<file path="src/sv/scoc_pkg.sv">
// Shared constants for the segment versus circle obstacle checker.
// Holds the fixed field widths and action codes used by the RTL and its checker.
// No dependencies.
`timescale 1ns / 1ps
`default_nettype none

package scoc_pkg;

  // Widths fixed by the interface, independent of the coordinate width.
  localparam int SLOT_BITS  = 4;
  localparam int COUNT_BITS = 5;

  // Action codes carried on the input channel.
  localparam logic ACT_WRITE = 1'b0;
  localparam logic ACT_QUERY = 1'b1;

endpackage

`default_nettype wire

</file>
<file path="src/sv/segment_circle_obstacle_check.sv">
// Segment versus circular obstacle collision checker, top level.
// Depends on scoc_pkg for the fixed field widths and action codes.
// Holds the obstacle table, the sequencer and the shared multiply-accumulate unit.
`timescale 1ns / 1ps
`default_nettype none

//  Channel   Direction  Handshake            Beat carries
//  in_*      input      in_valid/in_ready    action, slot, obstacle entry, segment
//  out_*     output     out_valid/out_ready  hit flag, one beat per query
//  cfg_*     input      cfg_we (no wait)     obstacle_count
//
//  A write beat stores one table entry in the cycle it is accepted; the block is
//  ready again in the next cycle. A query first forms the segment length on the
//  shared multiplier, then for each checked obstacle runs a fetch, a prepare and
//  14 products of the shared multiplier, then one fetch that finds the end of
//  the list, and finally posts the result.
//  The query ends early at the first obstacle that is hit.
//  Reset is synchronous, active low; the table contents are not cleared.
//  A finished result waits in the output register while new beats are accepted;
//  a later query holds in its final state until that register is free.

module segment_circle_obstacle_check #(
  parameter int MAX_OBSTACLES = 16,
  parameter int COORD_BITS    = 16
) (
  input  logic                              clk,
  input  logic                              rst_n,
  // Input channel
  input  logic                              in_valid,
  output logic                              in_ready,
  input  logic                              in_action,
  input  logic [scoc_pkg::SLOT_BITS-1:0]    in_slot,
  input  logic signed [COORD_BITS-1:0]      in_obstacle_x,
  input  logic signed [COORD_BITS-1:0]      in_obstacle_y,
  input  logic [COORD_BITS-2:0]             in_obstacle_radius,
  input  logic signed [COORD_BITS-1:0]      in_start_x,
  input  logic signed [COORD_BITS-1:0]      in_start_y,
  input  logic signed [COORD_BITS-1:0]      in_end_x,
  input  logic signed [COORD_BITS-1:0]      in_end_y,
  // Result channel
  output logic                              out_valid,
  input  logic                              out_ready,
  output logic                              out_hit,
  // Configuration port
  input  logic                              cfg_we,
  input  logic [scoc_pkg::COUNT_BITS-1:0]   cfg_obstacle_count
);

  import scoc_pkg::*;

  // Table index and obstacle counter widths.
  localparam int IDXW = (MAX_OBSTACLES > 1) ? $clog2(MAX_OBSTACLES) : 1;
  localparam int CNTW = $clog2(MAX_OBSTACLES + 1);
  localparam int SXW  = SLOT_BITS + IDXW;
  localparam int CXW  = COUNT_BITS + CNTW;
  // Arithmetic widths. Differences of two coordinates need one extra bit.
  // Squared lengths and the dot product fit in SQW signed bits; their
  // unsigned magnitudes split into two halves of HK bits each.
  localparam int RW   = COORD_BITS - 1;
  localparam int DW   = COORD_BITS + 1;
  localparam int HK   = COORD_BITS + 1;
  localparam int MW   = COORD_BITS + 2;
  localparam int PW   = 2 * MW;
  localparam int SQW  = 2 * COORD_BITS + 3;
  localparam int AW   = 4 * COORD_BITS + 5;

  typedef enum logic [4:0] {
    S_IDLE  = 5'b00001,
    S_CALC  = 5'b00010,
    S_FETCH = 5'b00100,
    S_PREP  = 5'b01000,
    S_DONE  = 5'b10000
  } state_t;

  // Microprogram of the shared unit. The first two steps run once per query
  // and form the squared segment length; the rest run once per obstacle.
  typedef enum logic [3:0] {
    ST_A_X, ST_A_Y,
    ST_FF_X, ST_FF_Y, ST_GG_X, ST_GG_Y, ST_R2,
    ST_P_X, ST_P_Y,
    ST_QQ_HH, ST_QQ_HL, ST_QQ_LL,
    ST_AC_HH, ST_AC_HL, ST_AC_LH, ST_AC_LL
  } step_t;

  typedef enum logic [1:0] {
    SH_0, SH_K, SH_K1, SH_2K
  } shift_t;

  typedef struct packed {
    logic signed [COORD_BITS-1:0] x;
    logic signed [COORD_BITS-1:0] y;
    logic [RW-1:0]                r;
  } entry_t;

  // ---------------------------------------------------------------------------
  // Registers
  // ---------------------------------------------------------------------------
  state_t                  state_r;
  step_t                   step_r;
  logic                    phase_r;
  logic [CNTW-1:0]         k_r;
  logic [CNTW-1:0]         limit_r;
  logic                    hit_r;
  logic                    out_valid_r;
  logic                    out_hit_r;
  logic [COUNT_BITS-1:0]   obstacle_count_r;

  logic signed [COORD_BITS-1:0] sx_r, sy_r, ex_r, ey_r;
  logic signed [DW-1:0]    dx_r, dy_r, fx_r, fy_r, gx_r, gy_r;
  logic [RW-1:0]           r_r;
  logic signed [SQW-1:0]   a_r, ff_r, gg_r, r2_r, q_r, c_r;
  logic signed [PW-1:0]    prod_r;
  logic signed [AW-1:0]    acc_r;

  entry_t                  mem [MAX_OBSTACLES];
  entry_t                  rd_r;

  // ---------------------------------------------------------------------------
  // Handshake and table write decode
  // ---------------------------------------------------------------------------
  logic            in_fire;
  logic            wr_en;
  logic [SXW-1:0]  slot_ext;
  logic            slot_ok;
  logic [CXW-1:0]  count_ext;
  logic [CXW-1:0]  count_lim;
  entry_t          wr_entry;

  assign in_ready  = (state_r == S_IDLE);
  assign in_fire   = in_valid && in_ready;
  assign slot_ext  = {{IDXW{1'b0}}, in_slot};
  // Writes to slots past the end of the table are dropped.
  assign slot_ok   = (slot_ext < SXW'(MAX_OBSTACLES));
  assign wr_en     = in_fire && (in_action == ACT_WRITE) && slot_ok;
  assign wr_entry  = '{x: in_obstacle_x, y: in_obstacle_y, r: in_obstacle_radius};

  // A programmed count larger than the table is treated as the full table.
  assign count_ext = {{CNTW{1'b0}}, obstacle_count_r};
  assign count_lim = (count_ext > CXW'(MAX_OBSTACLES)) ? CXW'(MAX_OBSTACLES) : count_ext;

  // Obstacle table. The read port follows the obstacle index every cycle, so
  // the entry for k_r is ready in the cycle after k_r settles.
  always_ff @(posedge clk) begin
    if (wr_en) begin
      mem[slot_ext[IDXW-1:0]] <= wr_entry;
    end
    rd_r <= mem[k_r[IDXW-1:0]];
  end

  // ---------------------------------------------------------------------------
  // Shared multiply-accumulate unit: operand selection per microstep
  // ---------------------------------------------------------------------------
  logic signed [MW-1:0] mul_a, mul_b;
  shift_t               op_shift;
  logic                 op_neg;
  logic                 op_clr;

  logic [HK-1:0] q_lo, q_hi, a_lo, a_hi, c_lo, c_hi;
  assign q_lo = q_r[HK-1:0];
  assign q_hi = q_r[2*HK-1:HK];
  assign a_lo = a_r[HK-1:0];
  assign a_hi = a_r[2*HK-1:HK];
  assign c_lo = c_r[HK-1:0];
  assign c_hi = c_r[2*HK-1:HK];

  always_comb begin
    mul_a    = '0;
    mul_b    = '0;
    op_shift = SH_0;
    op_neg   = 1'b0;
    op_clr   = 1'b0;
    unique case (step_r)
      ST_A_X: begin
        mul_a = {dx_r[DW-1], dx_r}; mul_b = {dx_r[DW-1], dx_r}; op_clr = 1'b1;
      end
      ST_A_Y: begin
        mul_a = {dy_r[DW-1], dy_r}; mul_b = {dy_r[DW-1], dy_r};
      end
      ST_FF_X: begin
        mul_a = {fx_r[DW-1], fx_r}; mul_b = {fx_r[DW-1], fx_r}; op_clr = 1'b1;
      end
      ST_FF_Y: begin
        mul_a = {fy_r[DW-1], fy_r}; mul_b = {fy_r[DW-1], fy_r};
      end
      ST_GG_X: begin
        mul_a = {gx_r[DW-1], gx_r}; mul_b = {gx_r[DW-1], gx_r}; op_clr = 1'b1;
      end
      ST_GG_Y: begin
        mul_a = {gy_r[DW-1], gy_r}; mul_b = {gy_r[DW-1], gy_r};
      end
      ST_R2: begin
        mul_a = {{(MW-RW){1'b0}}, r_r}; mul_b = {{(MW-RW){1'b0}}, r_r}; op_clr = 1'b1;
      end
      // The dot product is accumulated negated, so q = -(d.f) directly.
      ST_P_X: begin
        mul_a = {dx_r[DW-1], dx_r}; mul_b = {fx_r[DW-1], fx_r};
        op_clr = 1'b1; op_neg = 1'b1;
      end
      ST_P_Y: begin
        mul_a = {dy_r[DW-1], dy_r}; mul_b = {fy_r[DW-1], fy_r}; op_neg = 1'b1;
      end
      // q*q from halves; the cross term appears twice, hence one extra shift.
      ST_QQ_HH: begin
        mul_a = {1'b0, q_hi}; mul_b = {1'b0, q_hi}; op_shift = SH_2K; op_clr = 1'b1;
      end
      ST_QQ_HL: begin
        mul_a = {1'b0, q_hi}; mul_b = {1'b0, q_lo}; op_shift = SH_K1;
      end
      ST_QQ_LL: begin
        mul_a = {1'b0, q_lo}; mul_b = {1'b0, q_lo};
      end
      // a*c is subtracted, leaving q*q - a*c in the accumulator.
      ST_AC_HH: begin
        mul_a = {1'b0, a_hi}; mul_b = {1'b0, c_hi}; op_shift = SH_2K; op_neg = 1'b1;
      end
      ST_AC_HL: begin
        mul_a = {1'b0, a_hi}; mul_b = {1'b0, c_lo}; op_shift = SH_K; op_neg = 1'b1;
      end
      ST_AC_LH: begin
        mul_a = {1'b0, a_lo}; mul_b = {1'b0, c_hi}; op_shift = SH_K; op_neg = 1'b1;
      end
      ST_AC_LL: begin
        mul_a = {1'b0, a_lo}; mul_b = {1'b0, c_lo}; op_neg = 1'b1;
      end
      default: begin
        mul_a = '0;
      end
    endcase
  end

  // Accumulate stage: the registered product, shifted into place and added to
  // or subtracted from the running sum.
  logic signed [AW-1:0] prod_ext, prod_sh, acc_base, acc_nxt;

  assign prod_ext = {{(AW-PW){prod_r[PW-1]}}, prod_r};

  always_comb begin
    case (op_shift)
      SH_K:    prod_sh = prod_ext <<< HK;
      SH_K1:   prod_sh = prod_ext <<< (HK + 1);
      SH_2K:   prod_sh = prod_ext <<< (2 * HK);
      default: prod_sh = prod_ext;
    endcase
  end

  assign acc_base = op_clr ? '0 : acc_r;
  assign acc_nxt  = op_neg ? (acc_base - prod_sh) : (acc_base + prod_sh);

  // Decisions taken from registered quantities at the start of a step.
  logic end_inside;
  logic q_out_of_range;

  assign end_inside     = (ff_r <= r2_r) || (gg_r <= r2_r);
  assign q_out_of_range = q_r[SQW-1] || (q_r > a_r);

  // ---------------------------------------------------------------------------
  // Sequencer
  // ---------------------------------------------------------------------------
  always_ff @(posedge clk) begin
    if (!rst_n) begin
      state_r          <= S_IDLE;
      step_r           <= ST_A_X;
      phase_r          <= 1'b0;
      k_r              <= '0;
      limit_r          <= '0;
      hit_r            <= 1'b0;
      out_valid_r      <= 1'b0;
      obstacle_count_r <= '0;
    end else begin
      if (cfg_we) begin
        obstacle_count_r <= cfg_obstacle_count;
      end

      // In the final state the output register is loaded below instead.
      if (out_valid_r && out_ready && (state_r != S_DONE)) begin
        out_valid_r <= 1'b0;
      end

      unique case (state_r)
        S_IDLE: begin
          if (in_fire && (in_action == ACT_QUERY)) begin
            state_r <= S_CALC;
            step_r  <= ST_A_X;
            phase_r <= 1'b0;
            k_r     <= '0;
            limit_r <= count_lim[CNTW-1:0];
            hit_r   <= 1'b0;
          end
        end

        S_CALC: begin
          if (!phase_r) begin
            phase_r <= 1'b1;
            if (step_r == ST_P_X) begin
              // Either endpoint inside the circle is a hit; a zero-length
              // segment can hit no other way.
              if (end_inside) begin
                hit_r   <= 1'b1;
                state_r <= S_DONE;
              end else if (a_r == '0) begin
                k_r     <= k_r + 1'b1;
                state_r <= S_FETCH;
              end
            end else if (step_r == ST_QQ_HH) begin
              // The closest approach must fall between the endpoints.
              if (q_out_of_range) begin
                k_r     <= k_r + 1'b1;
                state_r <= S_FETCH;
              end
            end
          end else begin
            phase_r <= 1'b0;
            step_r  <= step_t'(step_r + 4'd1);
            case (step_r)
              ST_A_Y: begin
                a_r     <= acc_nxt[SQW-1:0];
                state_r <= S_FETCH;
              end
              ST_FF_Y: ff_r <= acc_nxt[SQW-1:0];
              ST_GG_Y: gg_r <= acc_nxt[SQW-1:0];
              ST_R2:   r2_r <= acc_nxt[SQW-1:0];
              ST_P_Y: begin
                q_r <= acc_nxt[SQW-1:0];
                c_r <= ff_r - r2_r;
              end
              ST_AC_LL: begin
                if (!acc_nxt[AW-1]) begin
                  hit_r   <= 1'b1;
                  state_r <= S_DONE;
                end else begin
                  k_r     <= k_r + 1'b1;
                  state_r <= S_FETCH;
                end
              end
              default: begin
              end
            endcase
          end
        end

        S_FETCH: begin
          if (k_r == limit_r) begin
            state_r <= S_DONE;
          end else begin
            state_r <= S_PREP;
          end
        end

        S_PREP: begin
          step_r  <= ST_FF_X;
          phase_r <= 1'b0;
          state_r <= S_CALC;
        end

        S_DONE: begin
          if (!out_valid_r || out_ready) begin
            out_valid_r <= 1'b1;
            state_r     <= S_IDLE;
          end
        end

        default: begin
          state_r <= S_IDLE;
        end
      endcase
    end
  end

  // Datapath registers without reset.
  always_ff @(posedge clk) begin
    if (in_fire && (in_action == ACT_QUERY)) begin
      sx_r <= in_start_x;
      sy_r <= in_start_y;
      ex_r <= in_end_x;
      ey_r <= in_end_y;
      dx_r <= {in_end_x[COORD_BITS-1], in_end_x} - {in_start_x[COORD_BITS-1], in_start_x};
      dy_r <= {in_end_y[COORD_BITS-1], in_end_y} - {in_start_y[COORD_BITS-1], in_start_y};
    end

    if (state_r == S_PREP) begin
      fx_r <= {sx_r[COORD_BITS-1], sx_r} - {rd_r.x[COORD_BITS-1], rd_r.x};
      fy_r <= {sy_r[COORD_BITS-1], sy_r} - {rd_r.y[COORD_BITS-1], rd_r.y};
      gx_r <= {ex_r[COORD_BITS-1], ex_r} - {rd_r.x[COORD_BITS-1], rd_r.x};
      gy_r <= {ey_r[COORD_BITS-1], ey_r} - {rd_r.y[COORD_BITS-1], rd_r.y};
      r_r  <= rd_r.r;
    end

    if ((state_r == S_CALC) && !phase_r) begin
      prod_r <= mul_a * mul_b;
    end

    if ((state_r == S_CALC) && phase_r) begin
      acc_r <= acc_nxt;
    end

    if ((state_r == S_DONE) && (!out_valid_r || out_ready)) begin
      out_hit_r <= hit_r;
    end
  end

  assign out_valid = out_valid_r;
  assign out_hit   = out_hit_r;

endmodule

`default_nettype wire

</file>
<file path="config.mk">
export PLATFORM = sky130hd
export DESIGN_NAME = segment_circle_obstacle_check
export DESIGN_NICKNAME = d
export VERILOG_FILES = /design/src/sv/scoc_pkg.sv /design/src/sv/segment_circle_obstacle_check.sv
export SDC_FILE = /design/constraint.sdc
export NUM_CORES = 2
export LEC_CHECK = 0
export BUFFER_PORTS_ARGS = -buffer_cell sky130_fd_sc_hd__buf_2
export CAP_MARGIN = 40
export CORE_MARGIN = 8
export CORE_UTILIZATION = 51
export DETAILED_ROUTE_END_ITERATION = 8
export PLACE_DENSITY = 0.69
export SLEW_MARGIN = 40
export SYNTH_ARGS = -nofsm -noshare
export SYNTH_HDL_FRONTEND = slang
export SYNTH_SLANG_ARGS = --single-unit
</file>
<file path="constraint.sdc">
create_clock -name clk -period 9.5 [get_ports clk]
set_input_delay 2.375 -clock clk [delete_from_list [all_inputs] [get_ports clk]]
set_output_delay 2.375 -clock clk [all_outputs]
set_load 0.03 [all_outputs]
</file>
==> flow_summary.yaml <==
timing:
  tightest_slew_ps: 927
  period_minus_slack_ps: 9150
  setup-tns-final_ps: 0
  max_freq_mhz: 109
  finalClockSkew_ps: 66.4
  rsz0062_at_grt: "false"
  slew_viol_final: 0
  setup_viol: 0
  fin_crit_sh_pct: 96.3
  hold_viol_final: 0
  slew-limit-headroom_pct: 37.9
worst_setup_path:
  cp_common_cell: "fa_1"
  worstPathMaxFanout: 14
  critPathKind: "reg2reg"
  cp_num_buf_inv: 6
  max_stage_delay_ps: 650
  worstSetupEndpointType: "register"
  worstPathRequired_ps: 10060
  startpoint_type: "register"
  worstPathArrival_ps: 9710
  worst-r2r-setup-slack_ps: 350
  critPathTopFamily: "adder cells"
  cpMaxStageDelayCell: "a222oi_1"
outcome:
  status: "complete, but fails checks"
  violations: "design-rule violations"
global_routing:
  grt_pass1_vias: 48310
  grt_pass1_wl_mm: 306
  grt_usage_pct: 25.8
  grt_overflow: 0
  antenna_found_initial: 40
  grt_max_degree: 74
synth:
  yosysUniqueCellTypes: 86
  synth-edff-count: 1248
  async_flop_share_pct: 0
  ys_seq_area_share_pct: 52.4
  syn-num-nets: 6558
  ys_warn_count: 0
  syn_area_um2: 74300
  synth_flop_cell: "edfxtp_1"
  synth.avg_cell_area_um2: 13.0
  synth_cells: 5727
  ys_seq_elements: 1322
placed_design:
  port_buffers: 128
  routabilityCongestion: 0.979
  place.detailed.hpwl_mm: 144
  placed_area_um2: 78000
hold_path:
  hold_class: "reg2reg"
final_layout:
  final_cell_area_um2: 83000
  nets: 6745
  area_delta_synth_final_pct: 11.6
  drive_gt1_share_pct: 13.3
  post-route-util_pct: 57.1
  final_cell_mix: "edfxtp_1 (1248), inv_1 (685), nor2_1 (417)"
  final_common_cell: "edfxtp_1"
die:
  coreArea_um2: 145000
  initial_utilization_pct: 51.2
  dieArea_um2: 158000
  ios: 129
  rows: 140
  die_w_um: 398
  die_h_um: 398
drt:
  ant_nets: 0
  drt_iter0_drc: 4493
  routed-via-count: 47589
  firstDrtPassIters: 9
  avgRoutedWirePerCell_um: 25.9
  wirelength_mm: 206
  drc_errors: 8
  vias_per_cell: 5.97
clock_tree:
  cts_buffers: 140
  clock_sinks: 1322
  clk_pin_slew_ps: 60
  clkLatencyLatePin_ps: 810
  cts_tree: "yes"
  clock_path_buffers: 3
  h-tree-depth: 4
  clockRootBuffer: "clkbuf_16"
run:
  maxCapViolCount: 0
## per-layer routing
| layer | wire, µm | share of wire (%) | global-route usage (%) |
|---|---|---|---|
| met3 | 15800 | 7.7 | 5.48 |
| met1 | 81600 | 40 | 32.7 |
| met5 | 158 | 0.077 | 0 |
| met2 | 99100 | 48 | 42.9 |
| met4 | 9660 | 4.7 | 11.1 |
## sequential cells by signal, summed over array words and instances, names as in the netlist, 34 cells and up
signal	count
q_r	35
gg_r	35
rd_r	47
acc_r	69
a_r	35
r2_r	35
ff_r	35
prod_r	36
c_r	34
mem	752
## final timing paths
kind	endpoint	start	depth (start not counted)
max	prod_r[34]	step_r[3]	29
min	r_r[7]	rd_r[7]	0
max reg2reg	prod_r[34]	step_r[3]	29
min reg2reg	r_r[7]	rd_r[7]	0
## worst reg2reg max path: cells and delay by family, from the launching register on
kind / cells / cell delay (ps)
fa+ha+maj: 7 / 3410
compound gates: 9 / 3090
simple gates: 6 / 1070
buf+inv: 6 / 760
flops: 1 / 490
xor+xnor: 1 / 80
## area by class of cell
cell class                 instances  area [µm²]
sequential                      1322       39000
multi-input combinational       3509       32400
clock buffer                     177        3710
clock inverter                    83        1130
inverter                         686        2580
antenna                           21        52.6
timing repair buffer             255        1750
fill                           11549       62200
tap                             1917        2400
## timing repair
action | 4_1_cts | 5_1_grt
resized for setup | 0 | 10
hold buffers | 0 | 0
buffers inserted | 0 | 2
hold endpoints to repair | 0 | 0
endpoints found under the setup margin | 0 | 4
## cells by family after synthesis
family,after synthesis,synth area share (%)
AOI/OAI and AO/OA,1004,9.17
muxes,250,7.33
xor gates and xnor gates,240,2.83
adders and majority gates,706,15.3
and+or+nand+nor,1309,8.45
buffers and inverters,896,4.55
DFF,1322,52.4
## cell usage after synthesis, types with 93 or more instances
cell,number,share of area (%)
ha_1,368,6.2
a21o_1,93,0.94
nand2_1,343,1.7
xnor2_1,167,2.0
inv_1,686,3.5
a21oi_1,240,1.6
mux4_2,235,7.1
fa_1,337,9.1
nor2b_1,124,1.0
edfxtp_1,1248,50
o21ai_0,177,1.2
nor2_1,430,2.2
clkbuf_1,166,0.84
## through the flow
| step | hold slack, ps | cells | setup slack, ps |
|---|---|---|---|
| final | 379 | 7970 | 348 |
| after global routing | 380 | 7951 | 14.6 |
| after CTS | 380 | 7947 | 151 |
| after detailed placement | 389 | 7687 | 114 |
| after global placement | 386 | 7685 | 335 |
| after floorplan | 386 | 5727 | 675 |
Power is left out: the tool's default activity adds up to more than one toggle a clock period on the data nets, which glitch-free logic cannot reach.
